## src/sv/parl_pkg.sv

```systemverilog
// Shared constants, enums and the command/status bundles of the arc-length resampler.
// No dependencies; every other file imports this package.
`default_nettype none

package parl_pkg;

    localparam int IO_W            = 32;
    localparam int LEN_W           = 48;
    localparam int OC_W            = 7;
    localparam int MAX_POINTS_DEF  = 256;
    localparam int MAX_OUTPUTS_DEF = 64;
    localparam int COORD_WIDTH_DEF = 32;
    localparam logic [OC_W-1:0] OC_RESET = OC_W'(2);

    typedef enum logic [1:0] {
        COORD_X = 2'd0,
        COORD_Y = 2'd1,
        COORD_Z = 2'd2
    } coord_t;

    typedef enum logic [1:0] {
        RD_ZERO = 2'd0,
        RD_ONE  = 2'd1,
        RD_NEXT = 2'd2
    } rd_sel_t;

    typedef enum logic [1:0] {
        RES_HOLD  = 2'd0,
        RES_FIRST = 2'd1,
        RES_LAST  = 2'd2,
        RES_LO    = 2'd3
    } res_sel_t;

    typedef struct packed {
        logic     in_ready;
        logic     accept;
        logic     sq_mul;
        logic     sum_clear;
        logic     sum_add;
        coord_t   sq_sel;
        logic     root_load;
        logic     root_step;
        logic     len_write;
        logic     emit_start;
        rd_sel_t  rd_sel;
        logic     lo_load;
        logic     hi_load;
        logic     advance;
        logic     tdiv_load;
        logic     div_step;
        logic     lerp_load;
        logic     mul_load;
        logic     mul_step;
        logic     ldiv_load;
        logic     coord_store;
        res_sel_t res_sel;
        logic     put;
        logic     run_end;
    } ctl_cmd_t;

    typedef struct packed {
        logic in_valid;
        logic in_last;
        logic full;
        logic count_zero;
        logic last_held;
        logic step_last;
        logic k_zero;
        logic k_last;
        logic n_one;
        logic can_advance;
        logic seg_zero;
        logic coord_last;
        logic slot_free;
    } ctl_status_t;

endpackage

`default_nettype wire

```

## src/sv/parl_ctrl.sv

```systemverilog
// Sequencer of the resampler: one-hot state machine issuing datapath commands.
// Depends on parl_pkg for the command and status bundles.
`default_nettype none

module parl_ctrl import parl_pkg::*; (
    input  wire logic        clk,
    input  wire logic        rst_n,
    input  ctl_status_t      status,
    output ctl_cmd_t         cmd
);

    localparam int ST_W = 22;

    typedef enum logic [ST_W-1:0] {
        S_IDLE  = ST_W'(1) << 0,
        S_SQ0   = ST_W'(1) << 1,
        S_SQ1   = ST_W'(1) << 2,
        S_SQ2   = ST_W'(1) << 3,
        S_SQ3   = ST_W'(1) << 4,
        S_RLOAD = ST_W'(1) << 5,
        S_ROOT  = ST_W'(1) << 6,
        S_LEN   = ST_W'(1) << 7,
        S_EPREP = ST_W'(1) << 8,
        S_INIT1 = ST_W'(1) << 9,
        S_INIT2 = ST_W'(1) << 10,
        S_PICK  = ST_W'(1) << 11,
        S_TLOAD = ST_W'(1) << 12,
        S_TDIV  = ST_W'(1) << 13,
        S_SRCH  = ST_W'(1) << 14,
        S_SLD   = ST_W'(1) << 15,
        S_MLOAD = ST_W'(1) << 16,
        S_MUL   = ST_W'(1) << 17,
        S_DLOAD = ST_W'(1) << 18,
        S_DIV   = ST_W'(1) << 19,
        S_CST   = ST_W'(1) << 20,
        S_PUT   = ST_W'(1) << 21
    } state_t;

    state_t state_reg;
    state_t state_next;

    always_ff @(posedge clk or negedge rst_n)
    begin
        if (!rst_n)
        begin
            state_reg <= S_IDLE;
        end
        else
        begin
            state_reg <= state_next;
        end
    end

    always_comb
    begin
        cmd        = '0;
        state_next = state_reg;
        case (state_reg)
            S_IDLE:
            begin
                cmd.in_ready = 1'b1;
                if (status.in_valid)
                begin
                    cmd.accept = 1'b1;
                    if (status.full)
                    begin
                        state_next = status.in_last ? S_EPREP : S_IDLE;
                    end
                    else if (status.count_zero)
                    begin
                        state_next = S_LEN;
                    end
                    else
                    begin
                        state_next = S_SQ0;
                    end
                end
            end
            S_SQ0:
            begin
                cmd.sq_mul    = 1'b1;
                cmd.sq_sel    = COORD_X;
                cmd.sum_clear = 1'b1;
                state_next    = S_SQ1;
            end
            S_SQ1:
            begin
                cmd.sq_mul  = 1'b1;
                cmd.sq_sel  = COORD_Y;
                cmd.sum_add = 1'b1;
                state_next  = S_SQ2;
            end
            S_SQ2:
            begin
                cmd.sq_mul  = 1'b1;
                cmd.sq_sel  = COORD_Z;
                cmd.sum_add = 1'b1;
                state_next  = S_SQ3;
            end
            S_SQ3:
            begin
                cmd.sum_add = 1'b1;
                state_next  = S_RLOAD;
            end
            S_RLOAD:
            begin
                cmd.root_load = 1'b1;
                state_next    = S_ROOT;
            end
            S_ROOT:
            begin
                cmd.root_step = 1'b1;
                if (status.step_last)
                begin
                    state_next = S_LEN;
                end
            end
            S_LEN:
            begin
                cmd.len_write = 1'b1;
                state_next    = status.last_held ? S_EPREP : S_IDLE;
            end
            S_EPREP:
            begin
                cmd.emit_start = 1'b1;
                cmd.rd_sel     = RD_ZERO;
                state_next     = S_INIT1;
            end
            S_INIT1:
            begin
                cmd.lo_load = 1'b1;
                cmd.rd_sel  = RD_ONE;
                state_next  = S_INIT2;
            end
            S_INIT2:
            begin
                cmd.hi_load = 1'b1;
                state_next  = S_PICK;
            end
            S_PICK:
            begin
                if (status.k_zero || status.n_one)
                begin
                    cmd.res_sel = RES_FIRST;
                    state_next  = S_PUT;
                end
                else if (status.k_last)
                begin
                    cmd.res_sel = RES_LAST;
                    state_next  = S_PUT;
                end
                else
                begin
                    state_next = S_TLOAD;
                end
            end
            S_TLOAD:
            begin
                cmd.tdiv_load = 1'b1;
                state_next    = S_TDIV;
            end
            S_TDIV:
            begin
                cmd.div_step = 1'b1;
                if (status.step_last)
                begin
                    state_next = S_SRCH;
                end
            end
            S_SRCH:
            begin
                if (status.can_advance)
                begin
                    cmd.advance = 1'b1;
                    cmd.rd_sel  = RD_NEXT;
                    state_next  = S_SLD;
                end
                else
                begin
                    cmd.lerp_load = 1'b1;
                    if (status.seg_zero)
                    begin
                        cmd.res_sel = RES_LO;
                        state_next  = S_PUT;
                    end
                    else
                    begin
                        state_next = S_MLOAD;
                    end
                end
            end
            S_SLD:
            begin
                cmd.hi_load = 1'b1;
                state_next  = S_SRCH;
            end
            S_MLOAD:
            begin
                cmd.mul_load = 1'b1;
                state_next   = S_MUL;
            end
            S_MUL:
            begin
                cmd.mul_step = 1'b1;
                if (status.step_last)
                begin
                    state_next = S_DLOAD;
                end
            end
            S_DLOAD:
            begin
                cmd.ldiv_load = 1'b1;
                state_next    = S_DIV;
            end
            S_DIV:
            begin
                cmd.div_step = 1'b1;
                if (status.step_last)
                begin
                    state_next = S_CST;
                end
            end
            S_CST:
            begin
                cmd.coord_store = 1'b1;
                state_next      = status.coord_last ? S_PUT : S_MLOAD;
            end
            S_PUT:
            begin
                if (status.slot_free)
                begin
                    cmd.put = 1'b1;
                    if (status.k_last)
                    begin
                        cmd.run_end = 1'b1;
                        state_next  = S_IDLE;
                    end
                    else
                    begin
                        state_next = S_PICK;
                    end
                end
            end
            default:
            begin
                state_next = S_IDLE;
            end
        endcase
    end

endmodule

`default_nettype wire

```

## config.mk

```make
export PLATFORM = sky130hd
export DESIGN_NAME = parl_ctrl
export DESIGN_NICKNAME = d
export VERILOG_FILES = /design/src/sv/parl_pkg.sv /design/src/sv/parl_ctrl.sv
export SDC_FILE = /design/constraint.sdc
export NUM_CORES = 1
export LEC_CHECK = 0
export BUFFER_PORTS_ARGS = -buffer_cell sky130_fd_sc_hd__buf_2
export CORE_AREA = 2 2 59 61
export DETAILED_ROUTE_END_ITERATION = 10
export DIE_AREA = 0 0 61 63
export GPL_ROUTABILITY_DRIVEN = 0
export HOLD_SLACK_MARGIN = 0.06
export PLACE_DENSITY = 0.8
export SLEW_MARGIN = 20
export SYNTH_ARGS = -nofsm -noshare
export SYNTH_HDL_FRONTEND = slang
export SYNTH_SLANG_ARGS = --single-unit
```

## constraint.sdc

```tcl
create_clock -name clk -period 2.8 [get_ports clk]
set_clock_uncertainty 0.15 [all_clocks]
set_input_delay 0.56 -clock clk [delete_from_list [all_inputs] [get_ports clk]]
set_output_delay 0.56 -clock clk [all_outputs]
set_load 0.01 [all_outputs]
```

* Word-level counts from Yosys, hierarchy flattened *
Cells that the tools add are included.

word-level totals
  output and inout port bits = 27
  bits of input ports = 15
  word-level logic and storage cells = 84
  bits in registers = 22

cells by class
  equal/unequal tests = 28
  mux-type cells = 49
  reductions and logical operators = 6

operators with widths
  operator                count
  $pmux W22 S22           1
  $mux W22                12
  $eq A22 B1 Y1 const B   1
  $eq A22 B10 Y1 const B  1
  $eq A22 B11 Y1 const B  1
  $eq A22 B12 Y1 const B  1
  $eq A22 B13 Y1 const B  1
  $eq A22 B14 Y1 const B  1
  $eq A22 B15 Y1 const B  1
  $eq A22 B16 Y1 const B  1
  $eq A22 B17 Y1 const B  1
  $eq A22 B18 Y1 const B  1
  $eq A22 B19 Y1 const B  1
  $eq A22 B2 Y1 const B   1
  $eq A22 B20 Y1 const B  1
  $eq A22 B21 Y1 const B  1
  $eq A22 B22 Y1 const B  1
  $eq A22 B3 Y1 const B   1
  $eq A22 B4 Y1 const B   1
  $eq A22 B5 Y1 const B   1
  $eq A22 B6 Y1 const B   1
  $eq A22 B7 Y1 const B   1
  $eq A22 B8 Y1 const B   1
  $eq A22 B9 Y1 const B   1
  11 further kinds        48

* Depth between registers and ports, before layout *
Gate-level depths: netlist of run 1.

  depth in word-level cells = 4
  depth in mapped cells = 8
  depth with buffers taken out = 6

* Least setup slack after synthesis of run 1 *
Ideal clock, no wire load.

  kind = register to output
  from = register state_reg[16]
  to = output cmd[13] (netlist bit)
  slack = -0.088 ns
  arrival time = 2.178 ns
  required time = 2.090 ns
  stages on the path, launching flop included = 7
  path buffers = 2
  cells stage by stage = dfrtp_1 -> buf_2 -> nor4_2 -> nand2_2 -> or4_1 -> clkbuf_1 -> nor4b_1

RTL lines
  item                    RTL line         text
  start, declared         parl_ctrl.sv:39  state_t state_reg;
  start signal, assigned  parl_ctrl.sv:50  state_reg <= state_next;
  end, declared           parl_ctrl.sv:9   output ctl_cmd_t cmd

==> results of run 1 <==
==> stage by stage <==
stage          setup slack [ps]  instance area, um2    util  hold slack [ps]  setup TNS [ps]
2_1_floorplan            -87.55                1647       -            114.4          -228.7
3_3_place_gp              66.10                2085  0.6450            397.2               0
3_5_place_dp              21.77                2085  0.6450            413.0               0
4_1_cts                  -209.6                2410  0.7456            241.7           -2366
5_1_grt                  -432.2                2643  0.8177            227.0           -7115
6_report                 -310.2                2643  0.8177            237.5           -4061
==> synth_stat cells (all sizes together), types with 2 or more instances <==
| cell type | instances | area (um2) |
|---|---|---|
| dfrtp | 21 | 525.5 |
| nor4 | 17 | 170.2 |
| nor2 | 16 | 60.06 |
| nor4b | 13 | 113.9 |
| nand2 | 11 | 43.80 |
| inv | 9 | 33.78 |
| nor3 | 9 | 50.05 |
| clkbuf | 8 | 31.28 |
| o21ai | 6 | 30.03 |
| buf | 5 | 33.78 |
| nand2b | 5 | 33.78 |
| nand3 | 5 | 25.02 |
| or4 | 5 | 48.79 |
| xnor2 | 5 | 43.79 |
| a21o | 4 | 30.03 |
| nand4 | 3 | 18.77 |
| nand4b | 3 | 26.28 |
| or4b | 3 | 33.78 |
| xor2 | 3 | 26.28 |
| a211o | 2 | 17.52 |
| a21oi | 2 | 10.01 |
| and2 | 2 | 12.51 |
| and3 | 2 | 12.51 |
| nand3b | 2 | 15.01 |
| o32ai | 2 | 36.29 |
| or2 | 2 | 12.51 |
==> worst max path at each step <==
stage	startpoint	endpoint	slack [ps]
finish	state_reg[7]$_DFFE_PN0P_	cmd[22]	-310
global route	state_reg[4]$_DFFE_PN0P_	cmd[13]	-430
CTS	state_reg[10]$_DFFE_PN0P_	cmd[14]	-210
detailed placement	state_reg[10]$_DFFE_PN0P_	cmd[14]	20
global placement	state_reg[10]$_DFFE_PN0P_	cmd[14]	70
floorplan	state_reg[16]$_DFFE_PN0P_	cmd[13]	-90
==> power by group <==
group / switching, mW / internal [mW] / leakage, nW
registers: 0.0469 / 0.349 / 0.299
logic: 0.563 / 0.498 / 0.928
clock network: 0.112 / 0.0798 / 0.0210
==> worst max-delay path, stage by stage (launching register included) <==
cell and delay, ps:
dfrtp_2 490, nor4_2 230, buf_4 170, buf_6 100
nand4_1 130, or3_4 500, nor3_2 150, or2_2 150
buf_2 140
==> timing repair <==
item	in CTS	in global routing
hold buffers	1	0
buffers inserted	17	14
pin swaps	7	13
gates resized for setup	32	24
gates cloned	0	0
hold endpoints to repair	9	0
setup endpoints to repair	24	28
==> cell usage in the layout (no fill, tap or decap), drive strengths merged, types with 2 or more instances in the layout <==
cell type and instances:
buf 104, dfrtp 21, nor4 17, nor2 16, nor4b 13, nand2 11
inv 9, nor3 9, o21ai 6, or4 5, xnor2 5, nand3 5
nand2b 5, a21o 4, clkbuf 4, nand4b 3, or4b 3, nand4 3
xor2 3, or2 2, nand3b 2, and2 2, a211o 2, a21oi 2
and3 2, o32ai 2
==> layout make-up <==
cell class | instances | area share
multi-input combinational | 134 | 0.4607
timing repair buffer | 105 | 0.2813
sequential | 22 | 0.2098
tap | 46 | 0.02178
clock buffer | 4 | 0.01373
inverter | 9 | 0.01278
==> metal layers <==
layer | GRT usage | up-vias
met5 | 0 | -
met4 | 0.06793 | 0
met3 | 0.03520 | 30
met2 | 0.5108 | 130
met1 | 0.3545 | 964
li1 | - | 865
==> kinds of logic after synthesis <==
| logic type | count (synthesis) | share of synthesized area |
|---|---|---|
| flip-flops | 22 | 0.3377 |
| AO/OA/AOI/OAI | 24 | 0.1279 |
| buffers and inverters | 22 | 0.06049 |
| XOR/XNOR | 8 | 0.04288 |
| AND/OR/NAND/NOR | 102 | 0.4311 |
==> flow_summary.ini, run 1 <==
[worst_setup_path]
r2r-start = state_reg[7]$_DFFE_PN0P_
rr_worst_depth = 15
reg2reg_slack_ps = -230
critPathLaunchType = flip-flop
path_max_fanout = 6
worstReg2RegEnd = state_reg[21]$_DFFE_PN0P_
cp_data_arrival_time_ps = 2400
endpoint_kind = output port
required_ps = 2090
critical_path_class = flip-flop to output port

[clock_tree]
clk_latency_ps = 340
cts_buffer_depth = 2
cts_tree = done
cts_sinks = 22
htree_levels = 1
numCtsBuffers = 3
cts-root-buf = clkbuf_4
clkTransAtPathRegs_ps = 140

[logic_synthesis]
synth_edf_count = 0
synthArstFlopShare = 1.000
ys_warn_count = 0
avgSynthCellArea_um2 = 9.180
yosys_most_used_dff = dfrtp_1
synth.distinct_cells = 50
synth-seq-cells = 22
yosysSeqAreaShare = 0.3377
syn_inst = 178
syn-num-nets = 193
syn-cell-area_um2 = 1634

[power]
p_leak_nw = 1.248
ir_worst_vdd_v = 0.0003020
power_density_nw_per_um2 = 624.2
power_mw = 1.649

[cells_and_area]
seqCellArea_um2 = 554.3
nNetsFinal = 290
diodes = 0
multiInputGateArea_um2 = 1217
fin_cells = 320
area_growth_syn_to_layout_pct = 61.71
drive_above_1_share = 0.5766
fillCellCount = 189
largest_reg_flops = 22

[sta]
fin_crit_ps = 3110
setup_viol = 22
tightest_slew_ps = 550.1
maxSlewViolCount = 0
period_share = 1.111
finalHoldViolations = 0
rsz0062_at_grt = yes
max_freq_mhz = 321.5
final.setup.worst_slack_ps = -310.2
max_slew_margin = 0.6281

[routing]
avgRoutedWirePerCell_um = 19.78
ant_nets = 0
drtIter0Drc = 166
highest_layer = met4
wl_met1_um = 2341
drt-pass1-iter-count = 4
drt_wl_total_um = 6331
via_count = 1989
met3_length_um = 507
drc = 0
vias_per_cell = 6.216
wl_met2_um = 3215

[run_status]
violations = negative setup slack
outcome = complete, but fails checks

[grt]
antenna_found_initial = 0
grt_pass1_wl_um = 8224
grt_max_degree = 23
track_usage = 0.2862
grt_pass1_vias = 1802
grt_overflow = 0

[placement]
place_inst = 284
dp.final_hpwl_um = 3394
port_buffers = 41

[floorplan]
start_util = 0.5056
die_h_um = 63
coreArea_um2 = 3232
die_x_um = 61
num_rows = 21
pin_count = 42
die-area_um2 = 3843

[min_path]
hp-class = input pin to flip-flop
whs_endpoint = state_reg[1]$_DFFE_PN0P_
min_from = status[9]
whs_path_depth = 2

[flow_run]
cap_violations = 0
No activity file was read; power rests on OpenSTA's default activity.
==> run 2: changes to the inputs <==
CORE_AREA = 2 2 57 59   (was 2 2 59 61)
DIE_AREA = 0 0 59 61   (was 0 0 61 63)
PLACE_DENSITY = 0.84   (was 0.8)
clock period = 3.92 ns   (was 2.8 ns; I/O delays follow)
==> run 2 against run 1 <==
  * The run now ends clean
  * Core utilization fell by 18 points
  * Die area fell by 6.3%
  * Non-clock buffer count fell by 62
  * Via count fell by 22%
  * Sequential cell count did not move
  * Register-to-register slack improved by 1500 ps
  * Worst setup slack improved by 580 ps
  * Wire length fell by 37%
  * Critical path depth fell by 1
  * Final area fell by 29%
  * Sequential power fell by 28%
  * Critical endpoint is now cmd[3]
  * Largest cell class unchanged
  * Highest routed layer unchanged
==> flow_summary.ini, run 2 (synthesis gave the netlist of run 1 again) <==
[run_status]
outcome = completed

[sta]
setup_viol = 0
maxSlewViolCount = 0
rsz0062_at_grt = no
period_share = 0.9302
tightest_slew_ps = 546.8
finalHoldViolations = 0
whs_ps = 259.3
max_freq_mhz = 274.2
setup_tns_ps = 0
fin_crit_ps = 3646
max_slew_margin = 0.6346

[clock_tree]
postCtsSetupRepairBufs = 0
clkTransAtPathRegs_ps = 130
cts_sinks = 22
cts_tree = done
cts-root-buf = clkbuf_4
numCtsBuffers = 3
clk_latency_ps = 320
cts_buffer_depth = 2
cts_resized = 0
cts_hold_buf = 0
htree_levels = 1

[floorplan]
die-area_um2 = 3599
coreArea_um2 = 2953
start_util = 0.5534
die_x_um = 59
num_rows = 20
pin_count = 42
die_h_um = 61

[grt]
antenna_found_initial = 0
grt_max_degree = 23
grt_pass1_vias = 1349
grt_pass1_wl_um = 6451
track_usage = 0.2401
grt.met3_usage = 0.02132
top_usage_layer = met2
grtUsageMet1 = 0.3414
grt_util_met2 = 0.3841
grt_overflow = 0

[power]
p_int_mw = 0.4628
ir_worst_vdd_v = 0.0002142
power_density_nw_per_um2 = 429.8
combPwrFrac = 0.482
power_mw = 0.8050
p_leak_nw = 0.9028
p_sw_mw = 0.3422
power_frac_seq = 0.357
pwr-share-clk = 0.161
p_sw_frac = 0.4251

[cells_and_area]
drive_above_1_share = 0.3208
layout_common_cells = 41 x buf_2, 21 x dfrtp_1, 16 x nor2_1
fin_cells = 245
area_growth_syn_to_layout_pct = 14.63
layout.cells.most_common = buf_2
diodes = 0
largest_reg_flops = 22
nNetsFinal = 228

[routing]
via_count = 1554
drt-pass1-iter-count = 4
drtIter0Drc = 110
ant_nets = 0
vias_per_cell = 6.343
avgRoutedWirePerCell_um = 16.30
drc = 0
drt_wl_total_um = 3994

[worst_setup_path]
required_ps = 2990
endpoint_kind = output port
critPathLaunchType = flip-flop
cp_data_arrival_time_ps = 2710
r2r-start = state_reg[12]$_DFFE_PN0P_
critPathLaunch = state_reg[3]$_DFFE_PN0P_
critical_path_class = flip-flop to output port
path_max_fanout = 12

[flow_run]
cap_violations = 0

[placement]
dp.final_hpwl_um = 3059
place_inst = 241
port_buffers = 41

[min_path]
hp-class = input pin to async pin
==> run 2: critical path: stages (launching register included) <==
cell and delay, ps:
dfrtp_1 540, nor4_2 520, nand3_1 250, nand4b_1 320
nor4_1 350, nand2_1 150, o21ai_0 100, buf_2 160
==> run 2: per-layer routing <==
layer / wire, um / vias up / share of wire
met5: 0 / - / 0
met4: 44 / 0 / 0.011
met3: 243 / 5 / 0.061
met2: 1842 / 61 / 0.46
met1: 1865 / 748 / 0.47
li1: - / 740 / -
==> run 2: worst paths after layout <==
path | to | slack (ps) | cells past startpoint
worst max-delay path | cmd[3] | 270 | 7
worst min-delay path | state_reg[12]$_DFFE_PN0P_ | 260 | 1
worst max register to register | state_reg[1]$_DFFE_PN0P_ | 1220 | 6
worst min register to register | state_reg[9]$_DFFE_PN0P_ | 430 | 1
max in group asynchronous | state_reg[0]$_DFFE_PN1P_ | 3010 | 1
min in group clk | state_reg[9]$_DFFE_PN0P_ | 430 | 1
==> run 2: area by class of cell <==
type	instances	area (um2)
Timing Repair Buffer	43	220.2
Sequential cell	22	551.8
Multi-Input combinational cell	134	989.7
Tap cell	33	41.29
Clock buffer	4	36.28
Inverter	9	33.78
Fill cell	264	1080
==> run 2: metrics by stage <==
stage	util	cell area (um2)	worst slack, ps
3_3_place_gp	0.6199	1831	696.5
2_1_floorplan	-	1634	808.4
6_report	0.6343	1873	273.6
4_1_cts	0.6322	1867	79.37
3_5_place_dp	0.6199	1831	530.2
5_1_grt	0.6343	1873	25.23
==> run 2: power groups by stage <==
| stage | clock network (mW) | registers [mW] | logic, mW |
|---|---|---|---|
| finish | 0.129 | 0.287 | 0.388 |
| global route | 0.141 | 0.291 | 0.425 |
| CTS | 0.131 | 0.284 | 0.384 |
| detailed placement | 0 | 0.288 | 0.382 |
| global placement | 0 | 0.287 | 0.376 |
| floorplan | 0 | 0.272 | 0.304 |
==> run 3: changes to the inputs <==
BUFFER_PORTS_ARGS = not set   (was -buffer_cell sky130_fd_sc_hd__buf_2)
CORE_AREA = 2 2 56 58   (was 2 2 57 59)
DIE_AREA = 0 0 58 60   (was 0 0 59 61)
DONT_BUFFER_PORTS = 1   (was not set)
PLACE_DENSITY = 0.75   (was 0.84)
REMOVE_ABC_BUFFERS = 1   (was not set)
==> run 3 against run 2 <==
  * Global-route usage rose by 0.18 points
  * Via count fell by 9.4%
  * Core utilization fell by 5.2 points
  * Non-clock buffer count fell by 36
  * Final area fell by 9.7%
  * Clock-buffer cell count did not move
  * Worst setup slack got worse by 59 ps
  * Maximum frequency fell by 1.6%
  * Sequential share of layout area rose by 3.2 points
  * Combinational power fell by 6.4%
  * Total power fell by 5.0%
  * First-iteration DRC count fell by 16%
  * Critical path type unchanged
  * Critical endpoint is now cmd[20]
  * Largest cell class unchanged
==> flow_summary.ini, run 3 (synthesis gave the netlist of run 1 again) <==
[run_status]
outcome = completed

[cells_and_area]
diodes = 0
finalInstanceArea_um2 = 1692
seqCellArea_um2 = 551.8
fillCellCount = 266
drive_above_1_share = 0.1648
layout.cells.most_common = dfrtp_1
nNetsFinal = 192
area_growth_syn_to_layout_pct = 3.522
multiInputGateArea_um2 = 983.4
final_util = 0.5828
layout_common_cells = 21 x dfrtp_1, 16 x nor2_1, 13 x nor4b_1
largest_reg_flops = 22

[grt]
track_usage = 0.2419
grt_pass1_vias = 1308
grt_max_degree = 22
grt_pass1_wl_um = 6354
grt_overflow = 0
antenna_found_initial = 0

[clock_tree]
clk_latency_ps = 330
cts_buffer_depth = 2
cts_tree = done
cts_sinks = 22
numCtsBuffers = 3
cts-root-buf = clkbuf_4
cts_resized = 0
postCtsSetupRepairBufs = 0
clkTransAtPathRegs_ps = 130
htree_levels = 1

[sta]
setup_viol = 0
final.setup.worst_slack_ps = 214.5
setup_tns_ps = 0
period_share = 0.9453
max_freq_mhz = 269.9
max_slew_margin = 0.3593
fin_crit_ps = 3705
rsz0062_at_grt = no
maxSlewViolCount = 0
finalHoldViolations = 0
tightest_slew_ps = 957.9

[floorplan]
coreArea_um2 = 2903
num_rows = 20
die_x_um = 58
pin_count = 42
die-area_um2 = 3480
die_h_um = 60
start_util = 0.5629

[flow_run]
cap_violations = 0

[placement]
post-place-ws_ps = 605.7
port_buffers = 0
dpl-instance-area_um2 = 1655
dp.final_hpwl_um = 2892

[worst_setup_path]
required_ps = 2990
endpoint_kind = output port
critical_path_class = flip-flop to output port
slowest_stage = nor4_2
slowest_delay_ps = 550
cp_data_arrival_time_ps = 2770
cp_cell_sequence = nor4_2, nand4_1, or3_1, nor4b_1
critPathLaunchType = flip-flop
path_max_fanout = 11

[routing]
via_count = 1408
vias_per_cell = 6.737
drt_wl_total_um = 3888
avgRoutedWirePerCell_um = 18.60
drtIter0Drc = 92
drc = 0
ant_nets = 0
drt-pass1-iter-count = 5

[min_path]
hp-class = input pin to async pin

[power]
power_density_nw_per_um2 = 451.8
p_leak_nw = 0.7186
ir_worst_vdd_v = 0.0002624
==> run 3: changes by cell type in the layout (fill, tap and decap cells not counted) <==
cell,change
nor4_2,-1
buf_2,-41
nor4_1,+1
clkbuf_8,-1
buf_4,+4
dlygate4sd3_1,+1
clkbuf_1,+1
==> run 3: worst max-delay path, delay by kind of cell (launching register included) <==
family,cells,cell delay (ps)
flops,1,530
simple gates,4,1920
==> run 3: report_power, final <==
| part | switching, mW | internal, mW | total (mW) |
|---|---|---|---|
| registers | 0.0388 | 0.248 | 0.287 |
| clock network | 0.0740 | 0.0399 | 0.114 |
| logic | 0.220 | 0.143 | 0.363 |
==> run 3: final cells by class <==
| cell class | instances | area share |
|---|---|---|
| Multi-Input combinational cell | 134 | 0.5814 |
| Clock buffer | 4 | 0.01553 |
| Sequential cell | 22 | 0.3262 |
| Tap cell | 33 | 0.02441 |
| Inverter | 9 | 0.01997 |
| Timing Repair Buffer | 7 | 0.03254 |
==> run 3: metrics by stage <==
step | hold WS, ps | total power [mW] | instances
finish | 140.9 | 0.7643 | 209
global route | 129.3 | 0.8160 | 209
CTS | 130.5 | 0.7665 | 209
detailed placement | 338.9 | 0.6471 | 204
global placement | 338.9 | 0.6397 | 204
floorplan | 338.4 | 0.5671 | 165
==> run 3: path summary, 6_finish.rpt <==
kind,from,end,slack (ps),cells past startpoint
min in group clk,status[9],state_reg[1]$_DFFE_PN0P_,380,1
hold reg to reg,state_reg[9]$_DFFE_PN0P_,state_reg[9]$_DFFE_PN0P_,430,1
hold / removal,rst_n,state_reg[0]$_DFFE_PN1P_,140,0
setup / recovery,state_reg[5]$_DFFE_PN0P_,cmd[20],210,4
max in group asynchronous,rst_n,state_reg[16]$_DFFE_PN0P_,2140,1
setup reg to reg,state_reg[12]$_DFFE_PN0P_,state_reg[17]$_DFFE_PN0P_,1060,7
==> run 3: what timing repair did <==
item	CTS	global route
hold endpoints to repair	21	0
setup endpoints to repair	0	0
hold buffers	1	0
==> run 3: metal layers <==
layer	up-vias	routed length (um)	track usage
met5	-	0	0
met4	0	53	0.08306
met3	5	280	0.03463
met2	59	1827	0.3977
met1	672	1727	0.3266
li1	672	-	-
